$ cat src/rtl/lpg_pkg.sv
package lpg_pkg;

	localparam int TIME_BITS = 48;
	localparam int HALF_W    = 16;
	localparam int PAT_W     = 3;
	localparam int PHASE_W   = 3;
	localparam int PULSE_W   = 2;
	localparam int MS_W      = 10;
	localparam int PROD_W    = HALF_W + MS_W;
	localparam int CNT_W     = $clog2(TIME_BITS + 1);
	localparam int ADDR_W    = 5;
	localparam int DATA_W    = 32;
	localparam int IDX_W     = 3;

	localparam logic [MS_W-1:0] US_PER_MS = MS_W'(1000);

	// whole milliseconds of a leftover below 2^26 us: drop 3 bits, then
	// multiply by ceil(2^30 / 125) and keep bits 30 and up
	localparam int REC_DROP = 3;
	localparam int REC_IN_W = PROD_W - REC_DROP;
	localparam int REC_W    = 24;
	localparam int REC_P_W  = REC_IN_W + REC_W;
	localparam int REC_SH   = 30;
	localparam logic [REC_W-1:0] RECIP_125 = 24'd8589935;

	// pattern codes
	localparam logic [PAT_W-1:0] PAT_ON        = 3'd0;
	localparam logic [PAT_W-1:0] PAT_OFF       = 3'd1;
	localparam logic [PAT_W-1:0] PAT_SLOW      = 3'd2;
	localparam logic [PAT_W-1:0] PAT_MEDIUM    = 3'd3;
	localparam logic [PAT_W-1:0] PAT_FAST      = 3'd4;
	localparam logic [PAT_W-1:0] PAT_VERY_FAST = 3'd5;
	localparam logic [PAT_W-1:0] PAT_FLASH3    = 3'd6;
	localparam logic [PAT_W-1:0] PAT_FLASH2    = 3'd7;

	localparam logic [PULSE_W-1:0] PULSES_FLASH3 = 2'd3;
	localparam logic [PULSE_W-1:0] PULSES_FLASH2 = 2'd2;

	// action codes
	localparam logic ACT_SELECT = 1'b0;
	localparam logic ACT_POLL   = 1'b1;

	// register indexes
	localparam logic [IDX_W-1:0] REG_SLOW      = 3'd0;
	localparam logic [IDX_W-1:0] REG_MEDIUM    = 3'd1;
	localparam logic [IDX_W-1:0] REG_FAST      = 3'd2;
	localparam logic [IDX_W-1:0] REG_VERY_FAST = 3'd3;
	localparam logic [IDX_W-1:0] REG_FLASH     = 3'd4;

	localparam logic [HALF_W-1:0] SLOW_RST      = 16'd400;
	localparam logic [HALF_W-1:0] MEDIUM_RST    = 16'd200;
	localparam logic [HALF_W-1:0] FAST_RST      = 16'd100;
	localparam logic [HALF_W-1:0] VERY_FAST_RST = 16'd50;
	localparam logic [HALF_W-1:0] FLASH_RST     = 16'd80;

	typedef struct packed {
		logic                 action;
		logic [PAT_W-1:0]     pattern;
		logic [TIME_BITS-1:0] now_us;
	} in_word_t;

	typedef struct packed {
		logic             led_on;
		logic [PAT_W-1:0] active_pattern;
		logic             flashing;
	} out_word_t;

	typedef struct packed {
		logic [HALF_W-1:0] slow_half_ms;
		logic [HALF_W-1:0] medium_half_ms;
		logic [HALF_W-1:0] fast_half_ms;
		logic [HALF_W-1:0] very_fast_half_ms;
		logic [HALF_W-1:0] flash_half_ms;
	} cfg_t;

	typedef struct packed {
		logic idle;
		logic load;
		logic do_select;
		logic span_load;
		logic flash_step;
		logic div_start;
		logic ms_calc;
		logic mul;
		logic toggle;
		logic out_load;
	} cmd_t;

	typedef struct packed {
		logic action;
		logic is_static;
		logic in_flash;
		logic div_done;
		logic elapsed_ge;
		logic out_free;
	} status_t;

endpackage

$ cat src/rtl/led_pattern_generator_unit.sv
// Channel  | Direction | Handshake           | Word
// ---------+-----------+---------------------+---------------------------------------
// in       | input     | in_valid / in_stall | in_word_t: action, pattern, now_us
// out      | output    | out_valid/out_stall | out_word_t: led_on, active_pattern,
//          |           |                     |             flashing
// apb      | input     | psel/penable/pready | five 16-bit half periods at 4*i
//
// A selection word, or a poll in solid on or off, goes from S_DECIDE to S_FINISH and is
// loaded into the output register there once that register is free; a poll in a blink or
// flash passes S_CHECK on the way. A blink that re-arms runs a 48-step radix-2 divide by
// the half period in microseconds and turns the leftover into whole milliseconds by a
// reciprocal multiply. in_stall is high from the accept until the result is loaded, so
// the next word can enter in the cycle after; while a result waits on out_stall the next
// word still enters. Reset restores the default half periods, solid on with the LED lit,
// and an empty output register.
module led_pattern_generator_unit (
	input  logic                          clk,
	input  logic                          arst_n,
	input  logic                          in_valid,
	output logic                          in_stall,
	input  lpg_pkg::in_word_t             in_data,
	output logic                          out_valid,
	input  logic                          out_stall,
	output lpg_pkg::out_word_t            out_data,
	input  logic                          psel,
	input  logic                          penable,
	input  logic                          pwrite,
	input  logic [lpg_pkg::ADDR_W-1:0]    paddr,
	input  logic [lpg_pkg::DATA_W-1:0]    pwdata,
	output logic [lpg_pkg::DATA_W-1:0]    prdata,
	output logic                          pready
);

	lpg_pkg::cfg_t      cfg_q;
	lpg_pkg::cmd_t      cmd;
	lpg_pkg::status_t   dp_status;
	lpg_pkg::status_t   status;
	lpg_pkg::out_word_t result;
	lpg_pkg::out_word_t out_data_q;
	logic               out_valid_q;
	logic               cfg_wr;
	logic [lpg_pkg::IDX_W-1:0]  cfg_idx;
	logic [lpg_pkg::HALF_W-1:0] rd_val;

	// ---------------- configuration registers ----------------
	assign pready  = 1'b1;
	assign cfg_idx = paddr[lpg_pkg::ADDR_W-1:2];
	assign cfg_wr  = psel && penable && pwrite;

	always_ff @(posedge clk or negedge arst_n) begin
		if (!arst_n) begin
			cfg_q.slow_half_ms      <= lpg_pkg::SLOW_RST;
			cfg_q.medium_half_ms    <= lpg_pkg::MEDIUM_RST;
			cfg_q.fast_half_ms      <= lpg_pkg::FAST_RST;
			cfg_q.very_fast_half_ms <= lpg_pkg::VERY_FAST_RST;
			cfg_q.flash_half_ms     <= lpg_pkg::FLASH_RST;
		end else if (cfg_wr) begin
			case (cfg_idx)
				lpg_pkg::REG_SLOW:      cfg_q.slow_half_ms      <= pwdata[lpg_pkg::HALF_W-1:0];
				lpg_pkg::REG_MEDIUM:    cfg_q.medium_half_ms    <= pwdata[lpg_pkg::HALF_W-1:0];
				lpg_pkg::REG_FAST:      cfg_q.fast_half_ms      <= pwdata[lpg_pkg::HALF_W-1:0];
				lpg_pkg::REG_VERY_FAST: cfg_q.very_fast_half_ms <= pwdata[lpg_pkg::HALF_W-1:0];
				lpg_pkg::REG_FLASH:     cfg_q.flash_half_ms     <= pwdata[lpg_pkg::HALF_W-1:0];
				default: ;  // drop writes outside the register list
			endcase
		end
	end

	always_comb begin
		case (cfg_idx)
			lpg_pkg::REG_SLOW:      rd_val = cfg_q.slow_half_ms;
			lpg_pkg::REG_MEDIUM:    rd_val = cfg_q.medium_half_ms;
			lpg_pkg::REG_FAST:      rd_val = cfg_q.fast_half_ms;
			lpg_pkg::REG_VERY_FAST: rd_val = cfg_q.very_fast_half_ms;
			lpg_pkg::REG_FLASH:     rd_val = cfg_q.flash_half_ms;
			default:                rd_val = '0;
		endcase
	end

	assign prdata = lpg_pkg::DATA_W'(rd_val);

	// ---------------- controller and datapath ----------------
	// the output register's room is known only here: merge it into the status
	always_comb begin
		status          = dp_status;
		status.out_free = !out_valid_q || !out_stall;
	end

	lpg_ctrl u_ctrl (
		.clk      (clk),
		.arst_n   (arst_n),
		.in_valid (in_valid),
		.status   (status),
		.cmd      (cmd)
	);

	lpg_datapath u_dp (
		.clk     (clk),
		.arst_n  (arst_n),
		.cfg     (cfg_q),
		.in_data (in_data),
		.cmd     (cmd),
		.status  (dp_status),
		.result  (result)
	);

	// stall the input whenever a word is in work
	assign in_stall = !cmd.idle;

	// ---------------- output register ----------------
	// hold a finished word until taken; refill in the cycle it leaves
	always_ff @(posedge clk or negedge arst_n) begin
		if (!arst_n)
			out_valid_q <= 1'b0;
		else if (cmd.out_load)
			out_valid_q <= 1'b1;
		else if (!out_stall)
			out_valid_q <= 1'b0;
	end

	always_ff @(posedge clk) begin
		if (cmd.out_load)
			out_data_q <= result;
	end

	assign out_valid = out_valid_q;
	assign out_data  = out_data_q;

endmodule

$ cat src/rtl/lpg_divider.sv
module lpg_divider (
	input  logic                           clk,
	input  logic                           arst_n,
	input  logic                           start,
	input  logic [lpg_pkg::TIME_BITS-1:0]  dividend,
	input  logic [lpg_pkg::PROD_W-1:0]     divisor,
	output logic [lpg_pkg::PROD_W-1:0]     remainder,
	output logic                           done
);

	logic [lpg_pkg::TIME_BITS-1:0] quo_q;
	logic [lpg_pkg::PROD_W-1:0]    rem_q;
	logic [lpg_pkg::PROD_W-1:0]    dvs_q;
	logic [lpg_pkg::CNT_W-1:0]     cnt_q;
	logic                          busy_q;
	logic                          done_q;
	logic [lpg_pkg::PROD_W:0]      partial;
	logic [lpg_pkg::PROD_W:0]      trial;
	logic                          fits;

	// one restoring step: bring down the next dividend bit, try the subtract
	assign partial = {rem_q, quo_q[lpg_pkg::TIME_BITS-1]};
	assign trial   = partial - {1'b0, dvs_q};
	assign fits    = (partial >= {1'b0, dvs_q});

	always_ff @(posedge clk or negedge arst_n) begin
		if (!arst_n) begin
			busy_q <= 1'b0;
			done_q <= 1'b0;
			cnt_q  <= '0;
		end else begin
			done_q <= 1'b0;
			if (start) begin
				busy_q <= 1'b1;
				cnt_q  <= lpg_pkg::CNT_W'(lpg_pkg::TIME_BITS);
			end else if (busy_q) begin
				cnt_q <= cnt_q - lpg_pkg::CNT_W'(1);
				if (cnt_q == lpg_pkg::CNT_W'(1)) begin
					busy_q <= 1'b0;
					done_q <= 1'b1;
				end
			end
		end
	end

	always_ff @(posedge clk) begin
		if (start) begin
			quo_q <= dividend;
			rem_q <= '0;
			dvs_q <= divisor;
		end else if (busy_q) begin
			quo_q <= {quo_q[lpg_pkg::TIME_BITS-2:0], fits};
			rem_q <= fits ? trial[lpg_pkg::PROD_W-1:0] : partial[lpg_pkg::PROD_W-1:0];
		end
	end

	assign remainder = rem_q;
	assign done      = done_q;

endmodule

$ cat src/rtl/lpg_datapath.sv
module lpg_datapath (
	input  logic                clk,
	input  logic                arst_n,
	input  lpg_pkg::cfg_t       cfg,
	input  lpg_pkg::in_word_t   in_data,
	input  lpg_pkg::cmd_t       cmd,
	output lpg_pkg::status_t    status,
	output lpg_pkg::out_word_t  result
);

	// latched item
	logic                          act_q;
	logic [lpg_pkg::PAT_W-1:0]     req_pat_q;
	logic [lpg_pkg::TIME_BITS-1:0] now_q;

	// generator state
	logic [lpg_pkg::PAT_W-1:0]     pat_q;
	logic [lpg_pkg::TIME_BITS-1:0] last_q;
	logic                          led_q;
	logic                          flash_q;
	logic [lpg_pkg::PULSE_W-1:0]   pulses_q;
	logic [lpg_pkg::PHASE_W-1:0]   phase_q;

	// half period in microseconds, leftover milliseconds and their microseconds
	logic [lpg_pkg::PROD_W-1:0]    span_q;
	logic [lpg_pkg::HALF_W-1:0]    ms_q;
	logic [lpg_pkg::PROD_W-1:0]    prod_q;

	logic [lpg_pkg::HALF_W-1:0]    half_raw;
	logic [lpg_pkg::HALF_W-1:0]    half_eff;
	logic [lpg_pkg::TIME_BITS-1:0] diff;
	logic [lpg_pkg::PROD_W-1:0]    remainder;
	logic                          div_done;
	logic [lpg_pkg::REC_P_W-1:0]   rec_prod;
	logic [lpg_pkg::PHASE_W-1:0]   next_phase;
	logic                          same_pat;

	always_comb begin
		case (pat_q)
			lpg_pkg::PAT_SLOW:      half_raw = cfg.slow_half_ms;
			lpg_pkg::PAT_MEDIUM:    half_raw = cfg.medium_half_ms;
			lpg_pkg::PAT_FAST:      half_raw = cfg.fast_half_ms;
			lpg_pkg::PAT_VERY_FAST: half_raw = cfg.very_fast_half_ms;
			default:                half_raw = cfg.flash_half_ms;
		endcase
	end

	// zero reads as one millisecond
	assign half_eff = (half_raw == '0) ? lpg_pkg::HALF_W'(1) : half_raw;

	assign diff = now_q - last_q;

	// elapsed ms mod half equals whole ms of (elapsed us mod half-period us)
	lpg_divider u_div (
		.clk       (clk),
		.arst_n    (arst_n),
		.start     (cmd.div_start),
		.dividend  (diff),
		.divisor   (span_q),
		.remainder (remainder),
		.done      (div_done)
	);

	assign rec_prod = lpg_pkg::REC_P_W'(remainder[lpg_pkg::PROD_W-1:lpg_pkg::REC_DROP])
	                * lpg_pkg::REC_P_W'(lpg_pkg::RECIP_125);

	assign next_phase = phase_q + lpg_pkg::PHASE_W'(1);
	assign same_pat   = (req_pat_q == pat_q) && !flash_q;

	always_ff @(posedge clk) begin
		if (cmd.load) begin
			act_q     <= in_data.action;
			req_pat_q <= in_data.pattern;
			now_q     <= in_data.now_us;
		end
		if (cmd.span_load)
			span_q <= lpg_pkg::PROD_W'(half_eff) * lpg_pkg::PROD_W'(lpg_pkg::US_PER_MS);
		if (cmd.ms_calc)
			ms_q <= rec_prod[lpg_pkg::REC_SH +: lpg_pkg::HALF_W];
		if (cmd.mul)
			prod_q <= lpg_pkg::PROD_W'(ms_q) * lpg_pkg::PROD_W'(lpg_pkg::US_PER_MS);
	end

	always_ff @(posedge clk or negedge arst_n) begin
		if (!arst_n) begin
			pat_q    <= lpg_pkg::PAT_ON;
			last_q   <= '0;
			led_q    <= 1'b1;
			flash_q  <= 1'b0;
			pulses_q <= '0;
			phase_q  <= '0;
		end else if (cmd.do_select) begin
			if (!same_pat) begin
				pat_q  <= req_pat_q;
				last_q <= now_q;
				case (req_pat_q)
					lpg_pkg::PAT_ON: begin
						flash_q <= 1'b0;
						led_q   <= 1'b1;
					end
					lpg_pkg::PAT_OFF: begin
						flash_q <= 1'b0;
						led_q   <= 1'b0;
					end
					lpg_pkg::PAT_FLASH3: begin
						flash_q  <= 1'b1;
						pulses_q <= lpg_pkg::PULSES_FLASH3;
						phase_q  <= '0;
						led_q    <= 1'b0;
					end
					lpg_pkg::PAT_FLASH2: begin
						flash_q  <= 1'b1;
						pulses_q <= lpg_pkg::PULSES_FLASH2;
						phase_q  <= '0;
						led_q    <= 1'b0;
					end
					default: begin
						flash_q <= 1'b0;
						led_q   <= 1'b1;
					end
				endcase
			end
		end else if (cmd.flash_step) begin
			last_q  <= now_q;
			phase_q <= next_phase;
			if (next_phase[0]) begin
				led_q <= 1'b1;
			end else if (next_phase[lpg_pkg::PHASE_W-1:1] >= pulses_q) begin
				// sequence over: fall back to solid on
				flash_q <= 1'b0;
				pat_q   <= lpg_pkg::PAT_ON;
				led_q   <= 1'b1;
			end else begin
				led_q <= 1'b0;
			end
		end else if (cmd.toggle) begin
			// keep the leftover so the blink does not drift
			last_q <= now_q - lpg_pkg::TIME_BITS'(prod_q);
			led_q  <= !led_q;
		end
	end

	assign status.action     = act_q;
	assign status.is_static  = !flash_q
	                         && (pat_q == lpg_pkg::PAT_ON || pat_q == lpg_pkg::PAT_OFF);
	assign status.in_flash   = flash_q;
	assign status.div_done   = div_done;
	assign status.elapsed_ge = (diff >= lpg_pkg::TIME_BITS'(span_q));
	assign status.out_free   = 1'b0;

	assign result.led_on         = led_q;
	assign result.active_pattern = pat_q;
	assign result.flashing       = flash_q;

endmodule

$ cat src/rtl/lpg_ctrl.sv
module lpg_ctrl (
	input  logic              clk,
	input  logic              arst_n,
	input  logic              in_valid,
	input  lpg_pkg::status_t  status,
	output lpg_pkg::cmd_t     cmd
);

	typedef enum logic [7:0] {
		S_IDLE   = 8'b0000_0001,
		S_DECIDE = 8'b0000_0010,
		S_CHECK  = 8'b0000_0100,
		S_DIV    = 8'b0000_1000,
		S_RECIP  = 8'b0001_0000,
		S_MUL    = 8'b0010_0000,
		S_TOGGLE = 8'b0100_0000,
		S_FINISH = 8'b1000_0000
	} state_t;

	state_t state_q;
	state_t state_d;

	always_comb begin
		state_d = state_q;
		cmd     = '0;
		case (state_q)
			S_IDLE: begin
				cmd.idle = 1'b1;
				if (in_valid) begin
					cmd.load = 1'b1;
					state_d  = S_DECIDE;
				end
			end
			S_DECIDE: begin
				if (status.action == lpg_pkg::ACT_SELECT) begin
					cmd.do_select = 1'b1;
					state_d       = S_FINISH;
				end else if (status.is_static) begin
					state_d = S_FINISH;
				end else begin
					cmd.span_load = 1'b1;
					state_d       = S_CHECK;
				end
			end
			S_CHECK: begin
				if (!status.elapsed_ge) begin
					state_d = S_FINISH;
				end else if (status.in_flash) begin
					cmd.flash_step = 1'b1;
					state_d        = S_FINISH;
				end else begin
					cmd.div_start = 1'b1;
					state_d       = S_DIV;
				end
			end
			S_DIV: begin
				if (status.div_done)
					state_d = S_RECIP;
			end
			S_RECIP: begin
				cmd.ms_calc = 1'b1;
				state_d     = S_MUL;
			end
			S_MUL: begin
				cmd.mul = 1'b1;
				state_d = S_TOGGLE;
			end
			S_TOGGLE: begin
				cmd.toggle = 1'b1;
				state_d    = S_FINISH;
			end
			S_FINISH: begin
				if (status.out_free) begin
					cmd.out_load = 1'b1;
					state_d      = S_IDLE;
				end
			end
			default: begin
				state_d = S_IDLE;
			end
		endcase
	end

	always_ff @(posedge clk or negedge arst_n) begin
		if (!arst_n)
			state_q <= S_IDLE;
		else
			state_q <= state_d;
	end

endmodule
$ cat config.mk
export PLATFORM = sky130hd
export DESIGN_NAME = led_pattern_generator_unit
export DESIGN_NICKNAME = d
export VERILOG_FILES = /design/src/rtl/lpg_pkg.sv /design/src/rtl/led_pattern_generator_unit.sv /design/src/rtl/lpg_divider.sv /design/src/rtl/lpg_datapath.sv /design/src/rtl/lpg_ctrl.sv
export SDC_FILE = /design/constraint.sdc
export NUM_CORES = 2
export LEC_CHECK = 0
export BUFFER_PORTS_ARGS = -buffer_cell sky130_fd_sc_hd__buf_2
export CAP_MARGIN = 20
export CORE_MARGIN = 2
export CORE_UTILIZATION = 45
export DETAILED_ROUTE_END_ITERATION = 12
export PLACE_DENSITY = 0.73
export SYNTH_ARGS = -nofsm -noshare
export SYNTH_HDL_FRONTEND = slang
export SYNTH_SLANG_ARGS = --single-unit
$ cat constraint.sdc
create_clock -name clk -period 6.5 [get_ports clk]
set_input_delay 0 -clock clk [delete_from_list [all_inputs] [get_ports clk]]
set_output_delay 0 -clock clk [all_outputs]
set_load 0.01 [all_outputs]
==> impl_metrics.ini <==
[place]
hpwl_mm = 63.23
dp.cells = 4510
place_congestion = 0.9672
port_buffers = 100

[clock_tree]
clk_pin_slew_ns = 0.06
tritoncts = yes
clock_latency_ns = 0.60
cts_sinks = 371
clk_path_buf_depth = 3
clockRootBuffer = clkbuf_16
h-tree-depth = 2
cts_inserted_buffers = 43

[sta]
drv_slew = 0
rsz0062_at_grt = yes
max_clock_freq_mhz = 153.1
fin_ws_ns = -0.03066
hold_viol = 0
worst_pin_slew_ns = 1.005
skew_ns = 0.04281
min_period_ns = 6.531
relSlewSlack_pct = 32.80
period_share_pct = 100.5
final-setup-viol-count = 1

[yosys]
synth_edf_count = 190
synth_top_cell_by_area = ha_1
synth.distinct_cells = 78
synth_most_common_cell = inv_1
synth_warnings = 0
netlist_area_sq_um = 34270
yosys.area.top_type_share_pct = 16.90
syn_avg_cell_area_sq_um = 10.13
seq_area_frac_synth_pct = 29.54
synthArstFlopShare_pct = 41.78
synthFlopType = edfxtp_1
synthTopCellsByArea = ha_1 (17%), edfxtp_1 (17%), fa_1 (15%), dfrtp_1 (10%), inv_1 (6.3%)
synth-seq-cells = 371
yosys-top-cells-count = inv_1 (571), ha_1 (463), fa_1 (265)
netlist_instances = 3384

[layout]
fin_nets = 4482
final-instance-count-excl-fill = 4671
fin_util_pct = 52.04
drive_gt1_share_pct = 14.97
antenna_cells = 0
area_growth_pct = 14.96

[drt]
drtIter0Drc = 1418
via_count = 25110
first_pass_iters = 5
routed_wirelength_mm = 80.46
drc = 0
wl_per_cell_um = 17.22
detail-route-antenna-nets = 0
via_per_inst = 5.375

[global_route]
grt_max_degree = 97
grt_overflow = 0
grt_pass1_vias = 25400
grt_pass1_wl_mm = 129.8
track_usage_pct = 20.60
antenna_found_initial = 1

[worst_setup_path]
critical_path_class = reg -> reg
reg2reg_from = u_dp.u_div.remainder[23]$_SDFFE_PP0P_
cp-startpoint = u_dp.u_div.remainder[23]$_SDFFE_PP0P_
critical_path.max_stage_delay_ns = 0.56
critPathCaptureType = flip-flop
slowest_stage = fa_1
arrival_ns = 6.87
reg2reg_depth = 23
cp_max_fo = 2
path_common_cell = fa_1
required_ns = 6.84
cp_num_buf_inv = 4
reg2reg_to = u_dp.ms_q[15]$_DFFE_PP_
worstPathCellList = fa_1 -> inv_1 -> fa_1 -> fa_1 -> inv_2 -> fa_1 -> fa_1 -> inv_1 -> fa_1 -> fa_1 -> inv_1 -> ha_4 -> a21o_1 -> a21oi_4 -> o21ai_2 -> a21oi_2 -> o22ai_2 -> o21ai_2 -> nand2_2 -> o21ai_2 -> o211ai_1 -> or4_1 -> and3_4
start_kind = flip-flop
rrSetupSlack_ns = -0.03
cp_top_family = adder cells

[die]
start_util_pct = 45.27
io_pins = 136
rows = 101
fp.dieW_um = 280.0
die_h_um = 280.0
die_area_sq_um = 78380
core_sq_um = 75700

[hold_path]
hp-class = in -> async

[outcome]
failed_checks = setup timing
status = finished with violations

[run]
maxCapViolCount = 0
## routing by layer
layer	track usage [%]	wire length, um	vias up
li1	-	-	12140
met1	26.13	34760	12340
met2	36.53	40180	492
met3	2.202	2854	139
met4	6.966	2663	0
met5	0	0	-
## kinds of logic (layout without fill, tap and decap cells)
family	count (synthesis)	after routing	share of synthesized area, %
adder cells (fa/ha/maj)	728	728	32.39
buffers and inverters	674	968	7.609
AND/OR/NAND/NOR	641	641	8.920
AO/OA/AOI/OAI	632	632	11.73
flip-flops	371	371	29.54
multiplexers	206	206	6.470
XOR/XNOR	130	130	3.322
other	2	17	0.02191
## how the worst max path moves through the flow
stage,end,cells past startpoint
2_1_floorplan,u_dp.ms_q[15]$_DFFE_PP_,23
3_3_place_gp,u_dp.ms_q[15]$_DFFE_PP_,24
3_5_place_dp,u_dp.ms_q[15]$_DFFE_PP_,24
4_1_cts,u_dp.ms_q[15]$_DFFE_PP_,24
5_1_grt,u_dp.ms_q[15]$_DFFE_PP_,27
6_report,u_dp.ms_q[15]$_DFFE_PP_,23
## cells in the final DEF (no fill, tap or decap), drive strengths merged, types with 14 or more instances in the layout
cell type	instances
conb	17
nor2	228
o211ai	14
a21o	57
or3	29
dfrtp	139
dfxtp	26
mux2i	82
clkinv	15
ha	463
a211oi	47
a31oi	35
clkbuf	55
mux2	124
dlygate4sd3	75
fa	265
a21oi	192
inv	576
dfstp	16
o21a	18
a21boi	15
o21ai	141
a221o	16
nor4	16
nor3	39
nand4	31
nand2	150
nand2b	27
xnor2	95
buf	242
xor2	35
nand3	36
nor2b	26
o21bai	27
edfxtp	190
## layout make-up
class | instances | area, sq um
Fill cell | 6591 | 36300
Multi-Input combinational cell | 2354 | 22030
Sequential cell | 371 | 10150
Timing Repair Buffer | 317 | 2442
Inverter | 571 | 2143
Tap cell | 978 | 1224
Clock buffer | 55 | 1152
Clock inverter | 25 | 257.7
## metrics by stage
stage | TNS (ns) | instance area [sq um] | hold slack, ns | setup slack, ns
after floorplan | -0.07927 | 34340 | -0.2956 | -0.07927
after global placement | -0.6954 | 36810 | 0.1567 | -0.3602
after detailed placement | -1.312 | 36810 | 0.1625 | -0.4745
after CTS | 0 | 39100 | 0.08617 | 0.002577
after global routing | -0.3759 | 39400 | 0.1034 | -0.2339
final | -0.03066 | 39400 | 0.03880 | -0.03066
## sequential cells by signal, indices dropped and copies added (netlist names), 2 cells and up
signal	flops
u_dp.now_q	48
out_data	5
u_dp.ms_q	16
u_dp.u_div.cnt_q	6
u_ctrl.state_q	8
u_dp.pulses_q	2
u_dp.last_q	48
u_dp.u_div.remainder	26
u_dp.phase_q	3
u_dp.u_div.dvs_q	23
u_dp.prod_q	23
u_dp.req_pat_q	3
u_dp.pat_q	3
cfg_q	80
u_dp.u_div.quo_q	48
u_dp.span_q	23
## what timing repair did
item | in CTS | in global routing
pin swaps | 31 | 65
setup endpoints to repair | 8 | 12
hold endpoints to repair | 236 | 0
resized for setup | 28 | 55
hold buffers | 75 | 0
setup buffers | 1 | 6
Power is not shown: default switching activity piles up to over one toggle a cycle in this logic, so the estimate is an artifact.
